## src/design/act_pkg.sv

```systemverilog
// ----------------------------------------------------------------------------
// act_pkg
// Shared types, constants and fixed-point helpers of the adaptive
// computed-torque servo step.
// ----------------------------------------------------------------------------
package act_pkg;

   localparam int NUM_AXES   = 3;
   localparam int FRAC_BITS  = 16;
   localparam int WORD_W     = 32;
   localparam int GAIN_W     = 31;
   localparam int ACC_W      = 36;
   localparam int SMP_WORDS  = 5;
   localparam int DIV_STEPS  = WORD_W + FRAC_BITS;
   localparam int DVD_W      = WORD_W + FRAC_BITS;
   localparam int W_DEPTH    = 111;
   localparam int WADDR_W    = 7;
   localparam int MASS_BASE  = 0;
   localparam int VEL_BASE   = 45;
   localparam int GRAV_BASE  = 99;
   localparam int CSR_ADDR_W = 5;

   localparam logic [2:0] MASS_LAST = 3'd4;
   localparam logic [2:0] VEL_LAST  = 3'd5;
   localparam logic [2:0] GRAV_LAST = 3'd3;
   localparam logic [1:0] AXIS_LAST = 2'd2;

   localparam logic signed [31:0] ONE_Q = 32'sd1 <<< FRAC_BITS;

   // register indexes
   localparam logic [2:0] REG_MASS_GAIN = 3'd0;
   localparam logic [2:0] REG_VEL_GAIN  = 3'd1;
   localparam logic [2:0] REG_GRAV_GAIN = 3'd2;
   localparam logic [2:0] REG_PERIOD    = 3'd3;
   localparam logic [2:0] REG_TRAIN     = 3'd4;

   typedef struct packed {
      logic [1:0]         axis_index;
      logic signed [31:0] time_remaining;
      logic signed [31:0] target_pos;
      logic signed [31:0] target_vel;
      logic signed [31:0] position;
      logic signed [31:0] velocity;
   } req_type;

   typedef struct packed {
      logic [1:0]         torque_axis;
      logic signed [31:0] torque;
      logic               divide_fault;
      logic               last_torque;
   } rsp_type;

   typedef enum logic [1:0] {SET_MASS, SET_VEL, SET_GRAV} set_type;

   typedef enum logic [3:0] {
      M_ACC_PER, M_P2P2, M_P2V2, M_TMP_V0, M_P2V0, M_W_PH,
      M_SUM_ACC, M_SUM_PV, M_ERR_ACC, M_ERR_VEL, M_GAIN_PH, M_TMP_F
   } mul_sel_type;

   typedef enum logic [3:0] {
      W_NONE, W_PV, W_PHM4, W_TMP, W_PHV4, W_PHV5, W_SUM, W_TAU,
      W_MM, W_MV, W_UPD, W_GADD, W_Q1, W_ACC
   } wr_sel_type;

   typedef enum logic {D_FIRST, D_SECOND} div_sel_type;

   typedef struct packed {
      logic               tick_start;
      logic               div_start;
      div_sel_type        div_sel;
      mul_sel_type        msel;
      wr_sel_type         wsel;
      logic               w_cap;
      logic               out_load;
      logic               last;
      logic [WADDR_W-1:0] addr;
      logic [1:0]         k;
      logic [1:0]         l;
      logic [2:0]         j;
      set_type            set;
   } cmd_type;

   typedef struct packed {
      logic div_busy;
      logic out_free;
   } status_type;

   function automatic logic signed [31:0] sat64(input logic signed [63:0] v);
      logic signed [31:0] r;
      if (v > 64'sh0000_0000_7fff_ffff) r = 32'sh7fff_ffff;
      else if (v < 64'shffff_ffff_8000_0000) r = 32'sh8000_0000;
      else r = v[31:0];
      return r;
   endfunction

   function automatic logic signed [31:0] sat36(input logic signed [ACC_W-1:0] v);
      return sat64(64'(v));
   endfunction

   // product of two Q values: floor shift, then saturate
   function automatic logic signed [31:0] qfix(input logic signed [63:0] p);
      return sat64(p >>> FRAC_BITS);
   endfunction

endpackage

```

## src/design/act_ctrl.sv

```systemverilog
// ----------------------------------------------------------------------------
// act_ctrl
// Tick sequencer: walks the axis divisions, feature products, torque sums
// and weight updates, one datapath command per cycle, waiting on a busy divider or a held output.
// ----------------------------------------------------------------------------
module act_ctrl (
   input  logic                 clock,
   input  logic                 reset,
   input  logic                 tick_go,
   input  logic                 train_en,
   input  act_pkg::status_type  stat,
   output act_pkg::cmd_type     cmd,
   output logic                 busy
);
   import act_pkg::*;

   typedef enum logic [4:0] {
      S_IDLE, S_D1_GO, S_D1_WT, S_D1_WR, S_D2_GO, S_D2_WT, S_D2_WR,
      S_PV_MUL, S_PV_WR, S_F1, S_F2, S_F3, S_F4, S_F5, S_F6, S_F7, S_F8,
      S_T_RD, S_T_MUL, S_T_ACC, S_T_PMUL, S_T_PACC, S_T_GADD, S_T_OUT,
      S_U_ROW, S_U_MM, S_U_MV, S_U_RD, S_U_T, S_U_M2, S_U_WR
   } state_type;

   state_type  state_ff;
   logic [1:0] k_ff, l_ff;
   logic [2:0] j_ff;
   set_type    set_ff;
   logic [2:0] jlast;
   logic [3:0] row;
   logic       jend;

   assign row  = {k_ff, 1'b0} + 4'(k_ff) + 4'(l_ff);
   assign jend = j_ff == jlast;

   always_comb begin
      case (set_ff)
         SET_MASS: jlast = MASS_LAST;
         SET_VEL:  jlast = VEL_LAST;
         default:  jlast = GRAV_LAST;
      endcase
   end

   always_comb begin
      cmd            = '0;
      cmd.msel       = M_ACC_PER;
      cmd.wsel       = W_NONE;
      cmd.div_sel    = D_FIRST;
      cmd.k          = k_ff;
      cmd.l          = l_ff;
      cmd.j          = j_ff;
      cmd.set        = set_ff;
      case (set_ff)
         SET_MASS: cmd.addr = WADDR_W'(MASS_BASE) + WADDR_W'({row, 2'b00})
                              + WADDR_W'(row) + WADDR_W'(j_ff);
         SET_VEL:  cmd.addr = WADDR_W'(VEL_BASE) + WADDR_W'({row, 2'b00})
                              + WADDR_W'({row, 1'b0}) + WADDR_W'(j_ff);
         default:  cmd.addr = WADDR_W'(GRAV_BASE) + WADDR_W'({k_ff, 2'b00})
                              + WADDR_W'(j_ff);
      endcase
      case (state_ff)
         S_IDLE:   cmd.tick_start = tick_go;
         S_D1_GO:  cmd.div_start = 1'b1;
         S_D1_WR:  cmd.wsel = W_Q1;
         S_D2_GO: begin
            cmd.div_start = 1'b1;
            cmd.div_sel   = D_SECOND;
         end
         S_D2_WT:  cmd.div_sel = D_SECOND;
         S_D2_WR:  cmd.wsel = W_ACC;
         S_PV_MUL: cmd.msel = M_ACC_PER;
         S_PV_WR:  cmd.wsel = W_PV;
         S_F1:     cmd.msel = M_P2P2;
         S_F2: begin cmd.wsel = W_PHM4; cmd.msel = M_P2V2; end
         S_F3:     cmd.wsel = W_TMP;
         S_F4:     cmd.msel = M_TMP_V0;
         S_F5: begin cmd.wsel = W_PHV4; cmd.msel = M_P2V0; end
         S_F6:     cmd.wsel = W_TMP;
         S_F7:     cmd.msel = M_TMP_V0;
         S_F8:     cmd.wsel = W_PHV5;
         S_T_MUL:  cmd.msel = M_W_PH;
         S_T_ACC:  cmd.wsel = W_SUM;
         S_T_PMUL: cmd.msel = (set_ff == SET_MASS) ? M_SUM_ACC : M_SUM_PV;
         S_T_PACC: cmd.wsel = W_TAU;
         S_T_GADD: cmd.wsel = W_GADD;
         S_T_OUT: begin
            cmd.out_load = stat.out_free;
            cmd.last     = k_ff == AXIS_LAST;
         end
         S_U_ROW:  cmd.msel = M_ERR_ACC;
         S_U_MM: begin cmd.wsel = W_MM; cmd.msel = M_ERR_VEL; end
         S_U_MV:   cmd.wsel = W_MV;
         S_U_RD:   cmd.msel = M_GAIN_PH;
         S_U_T: begin cmd.w_cap = 1'b1; cmd.wsel = W_TMP; end
         S_U_M2:   cmd.msel = M_TMP_F;
         S_U_WR:   cmd.wsel = W_UPD;
         default: ;
      endcase
   end

   always_ff @(posedge clock) begin
      if (reset) begin
         state_ff <= S_IDLE;
         k_ff     <= '0;
         l_ff     <= '0;
         j_ff     <= '0;
         set_ff   <= SET_MASS;
      end else begin
         case (state_ff)
            S_IDLE: if (tick_go) begin
               k_ff     <= '0;
               state_ff <= S_D1_GO;
            end
            S_D1_GO:  state_ff <= S_D1_WT;
            S_D1_WT:  if (!stat.div_busy) state_ff <= S_D1_WR;
            S_D1_WR:  state_ff <= S_D2_GO;
            S_D2_GO:  state_ff <= S_D2_WT;
            S_D2_WT:  if (!stat.div_busy) state_ff <= S_D2_WR;
            S_D2_WR:  state_ff <= S_PV_MUL;
            S_PV_MUL: state_ff <= S_PV_WR;
            S_PV_WR: if (k_ff == AXIS_LAST) begin
               k_ff     <= '0;
               state_ff <= S_F1;
            end else begin
               k_ff     <= k_ff + 1'b1;
               state_ff <= S_D1_GO;
            end
            S_F1: state_ff <= S_F2;
            S_F2: state_ff <= S_F3;
            S_F3: state_ff <= S_F4;
            S_F4: state_ff <= S_F5;
            S_F5: state_ff <= S_F6;
            S_F6: state_ff <= S_F7;
            S_F7: state_ff <= S_F8;
            S_F8: begin
               l_ff     <= '0;
               j_ff     <= '0;
               set_ff   <= SET_MASS;
               state_ff <= S_T_RD;
            end
            S_T_RD:  state_ff <= S_T_MUL;
            S_T_MUL: state_ff <= S_T_ACC;
            S_T_ACC: if (jend) begin
               j_ff     <= '0;
               state_ff <= (set_ff == SET_GRAV) ? S_T_GADD : S_T_PMUL;
            end else begin
               j_ff     <= j_ff + 1'b1;
               state_ff <= S_T_RD;
            end
            S_T_PMUL: state_ff <= S_T_PACC;
            S_T_PACC: begin
               state_ff <= S_T_RD;
               if (set_ff == SET_MASS) begin
                  set_ff <= SET_VEL;
               end else if (l_ff == AXIS_LAST) begin
                  l_ff   <= '0;
                  set_ff <= SET_GRAV;
               end else begin
                  l_ff   <= l_ff + 1'b1;
                  set_ff <= SET_MASS;
               end
            end
            S_T_GADD: state_ff <= S_T_OUT;
            S_T_OUT: if (stat.out_free) begin
               set_ff <= SET_MASS;
               if (k_ff == AXIS_LAST) begin
                  k_ff     <= '0;
                  l_ff     <= '0;
                  state_ff <= train_en ? S_U_ROW : S_IDLE;
               end else begin
                  k_ff     <= k_ff + 1'b1;
                  state_ff <= S_T_RD;
               end
            end
            S_U_ROW: state_ff <= S_U_MM;
            S_U_MM:  state_ff <= S_U_MV;
            S_U_MV:  state_ff <= S_U_RD;
            S_U_RD:  state_ff <= S_U_T;
            S_U_T:   state_ff <= S_U_M2;
            S_U_M2:  state_ff <= S_U_WR;
            S_U_WR: if (!jend) begin
               j_ff     <= j_ff + 1'b1;
               state_ff <= S_U_RD;
            end else begin
               j_ff <= '0;
               case (set_ff)
                  SET_MASS: begin
                     set_ff   <= SET_VEL;
                     state_ff <= S_U_RD;
                  end
                  SET_VEL: if (k_ff == AXIS_LAST && l_ff == AXIS_LAST) begin
                     k_ff     <= '0;
                     l_ff     <= '0;
                     set_ff   <= SET_GRAV;
                     state_ff <= S_U_RD;
                  end else begin
                     if (l_ff == AXIS_LAST) begin
                        l_ff <= '0;
                        k_ff <= k_ff + 1'b1;
                     end else begin
                        l_ff <= l_ff + 1'b1;
                     end
                     set_ff   <= SET_MASS;
                     state_ff <= S_U_ROW;
                  end
                  default: if (k_ff == AXIS_LAST) begin
                     k_ff     <= '0;
                     set_ff   <= SET_MASS;
                     state_ff <= S_IDLE;
                  end else begin
                     k_ff     <= k_ff + 1'b1;
                     state_ff <= S_U_RD;
                  end
               endcase
            end
            default: state_ff <= S_IDLE;
         endcase
      end
   end

   assign busy = state_ff != S_IDLE;
endmodule

```

## config.mk

```make
export PLATFORM = sky130hd
export DESIGN_NAME = act_ctrl
export DESIGN_NICKNAME = d
export VERILOG_FILES = /design/src/design/act_pkg.sv /design/src/design/act_ctrl.sv
export SDC_FILE = /design/constraint.sdc
export NUM_CORES = 1
export LEC_CHECK = 0
export BUFFER_PORTS_ARGS = -buffer_cell sky130_fd_sc_hd__buf_2
export CORE_AREA = 2 2 67 69
export CTS_BUF_LIST = sky130_fd_sc_hd__clkbuf_8 sky130_fd_sc_hd__clkbuf_16
export CTS_CLUSTER_SIZE = 25
export DETAILED_ROUTE_END_ITERATION = 10
export DIE_AREA = 0 0 69 71
export PLACE_DENSITY = 0.79
export SLEW_MARGIN = 0
export SYNTH_ARGS = -nofsm -noshare
export SYNTH_HDL_FRONTEND = slang
export SYNTH_SLANG_ARGS = --single-unit
```

## constraint.sdc

```tcl
create_clock -name clock -period 4.2 [get_ports clock]
set_input_delay 0.42 -clock clock [delete_from_list [all_inputs] [get_ports clock]]
set_output_delay 0.42 -clock clock [all_outputs]
set_load 0.005 [all_outputs]
```

==> metrics.csv <==
metric,value,unit
full die area,4900,µm²
first-pass GRT wire length,10000,µm
P_sw,562,µW
final wirelength,6060,µm
die height,71,µm
via count,2436,
synth top area cells,"ha_1, dfxtp_1, fa_1",
main flop type after synthesis,dfxtp_1,
Leakage Power,0.00120,µW
"EDFF count, synth",0,
worst slew pin tran,1070,ps
Net Sw Frac,47.2,%
"Data required, critical path",3780,ps
"Async S/R FF share, synth",0,%
Setup crit start,k_ff[0],
pin count of the biggest net entering global routing,35,
Final ANT Viol Nets,0,
cell count after placement,392,
max_cap viols,0,
# setup viols final,0,
initial antenna violation count,0,
clock root cell,clkbuf_8,
Int Power,629,µW
CP top delay family,adder cells,
Max Fanout on Critical Path,4,
synthesized cell area,2330,µm²
Synthesized Nets,357,
CTS tree,built,
Synth top area share,13.4,%
Slew HR,28.5,%
Worst Skew,3.40,ps
final-report hold violation count,0,
Vias/cell,6.11,
row count,24,
Post-CTS Hold Fix Bufs,0,
Synth Register Bits,14,
Worst Path Buf+Inv,3,
synth warn,0,
H-tree levels,1,
clock sink count,14,
"Seq/Total Area, Yosys",12.0,%
Starting Density,55.3,%
Ports,37,
GRT Overall Usage,24.4,%
Core ar.,4200,µm²
drt first pass iters,5,
vias in the first global route,2139,
Initial DRC Count,254,
Fmax,245,MHz
slowest CP cell,fa_2,
Area Overhead vs Synth,14.4,%
Synth Instances,320,
crit-path max cell delay,590,ps
share of cells above drive strength 1,20.7,%
Crit. End Element,primary output,
kind of critical path,flop to primary output,
GPL Wtd Cong,0.864,
n_diodes,0,
Worst-path clk slew,70,ps
DP HPWL,4380,µm
IO buf count,36,
Final #Nets,385,
Max IR drop VDD,0.256,mV
Netlist cell types,67,
hold_sp,reset,
Tmin final,4090,ps
GRT overflow,0,
Skew-Pair Late Insertion Delay,250,ps
Comb power frac,67.4,%
Final Util,63.3,%
Worst Path Arrival,3670,ps
worst r2r src,state_ff[1],
post-route insts no fill,399,
worst hold path type,primary input to flop,
syn_area_per_cell,7.27,µm²
Power per Cell Area,448,nW/µm²
clock group share of total power,11.7,%
RSZ-0062 raised after global routing,yes,
status,completed,
chip width,69,µm
drt wl/cell,15.2,µm
worst path cell trace,"fa_1, ha_2, inv_2, fa_2, inv_2, fa_1, ha_1, a21o_1, a21oi_2, o21bai_1, a221o_1, buf_2",
fin crit share,97.3,%
CTS Buf Count,3,
startpoint types,flop,
CTS Buffer Depth,2,
post-synth top area cell,ha_1,
"Slew Viols, Final",0,
Flop pwr share,20.9,%
DRC viols,0,
==> stage by stage <==
step	setup WS, ps	total power [µW]	hold slack [ps]	cell area (µm²)	setup TNS [ps]
after floorplan	345	780	507	2330	0
after global placement	251	938	535	2510	0
after detailed placement	185	969	528	2510	0
after CTS	19.2	1120	511	2590	0
after global routing	-44.2	1300	521	2660	-87.4
final	113	1190	500	2660	0
==> sequential cells by signal, summed over array words and instances (netlist names) <==
register	count
j_ff	3
k_ff	2
l_ff	2
set_ff	2
state_ff	5
==> power groups by stage <==
stage	Clock [µW]	Sequential, µW	Combinational (µW)
2_1_floorplan	0	176	604
5_1_grt	143	260	902
3_3_place_gp	0	244	694
4_1_cts	136	246	740
3_5_place_dp	0	248	721
6_report	139	250	803
==> area by class of cell <==
| class | count | area (µm²) |
|---|---|---|
| flip-flops and latches | 14 | 282 |
| well taps | 52 | 65.1 |
| inverters | 28 | 105 |
| multi-input cells | 258 | 1920 |
| clock buffers | 4 | 55.1 |
| fillers | 378 | 1540 |
| repair buffers | 43 | 239 |
==> cells in the mapped netlist, types with 2 or more instances <==
| master | count |
|---|---|
| or2_1 | 2 |
| a21boi_0 | 2 |
| o22ai_1 | 4 |
| xnor2_1 | 8 |
| buf_1 | 2 |
| a31oi_1 | 3 |
| nor3_1 | 11 |
| clkbuf_1 | 11 |
| o21a_1 | 3 |
| xor2_1 | 6 |
| nand2b_1 | 7 |
| a21oi_1 | 22 |
| a22oi_1 | 5 |
| nand4_1 | 2 |
| nor2_1 | 21 |
| or3b_1 | 2 |
| o211ai_1 | 3 |
| o31ai_1 | 3 |
| nand3b_1 | 4 |
| o21ai_0 | 18 |
| mux2i_1 | 3 |
| or2_2 | 2 |
| o221ai_1 | 3 |
| buf_2 | 5 |
| o21ai_1 | 2 |
| nor3b_1 | 4 |
| fa_1 | 6 |
| inv_1 | 28 |
| and3b_1 | 2 |
| a22o_1 | 2 |
| o31a_1 | 2 |
| nand2_1 | 32 |
| o311a_1 | 2 |
| a21o_1 | 4 |
| nand3_1 | 5 |
| dfxtp_1 | 14 |
| buf_4 | 2 |
| nor2b_1 | 9 |
| ha_1 | 25 |
| a21boi_1 | 2 |
==> worst reg2reg max path, stage by stage (launching register included) <==
cell and delay (ps):
dfxtp_1 1020, nand2_1 350, or2_1 400, o311ai_1 370
a21oi_1 110, nor3_1 200
==> cells in the final DEF, fill, tap and decap left out, types with 7 or more instances in the layout <==
master	count
nor2b_1	9
nand2_1	31
inv_1	25
dfxtp_1	13
nor3_1	11
buf_4	7
a21oi_1	20
ha_1	21
xnor2_1	8
o21ai_0	16
nand2b_1	7
nor2_1	21
buf_2	35
==> what timing repair did <==
item                                    CTS  global route
buffers inserted                          2             1
resized for setup                         2            17
pin swaps                                 1            12
hold endpoints to repair                  0             0
endpoints found under the setup margin    3             3
==> worst paths after layout <==
kind                            endpoint  slack, ps  cells past startpoint
worst max-delay path             cmd[15]        110                     12
worst min-delay path             j_ff[2]        500                      2
worst max register to register   k_ff[0]       1650                      5
worst min register to register   l_ff[1]        540                      2
==> routing by layer <==
| layer | part of all wire [%] | global-route usage (%) | up-vias |
|---|---|---|---|
| met4 | 0.94 | 5.45 | 0 |
| met2 | 48 | 38.9 | 91 |
| met3 | 6.0 | 3.85 | 8 |
| met5 | 0 | 0 | - |
| li1 | - | - | 1205 |
| met1 | 45 | 34.7 | 1132 |
==> logic make-up (layout without fill, tap and decap cells) <==
family,after synthesis,in the layout,share of synthesized area (%)
fa+ha+maj,31,31,18.6
simple gates,113,113,25.9
compound gates,96,96,28.0
flops,14,14,12.0
buf+inv,48,75,8.34
mux,4,4,1.78
xor+xnor,14,14,5.27
Power figures use the tool's default switching activity.
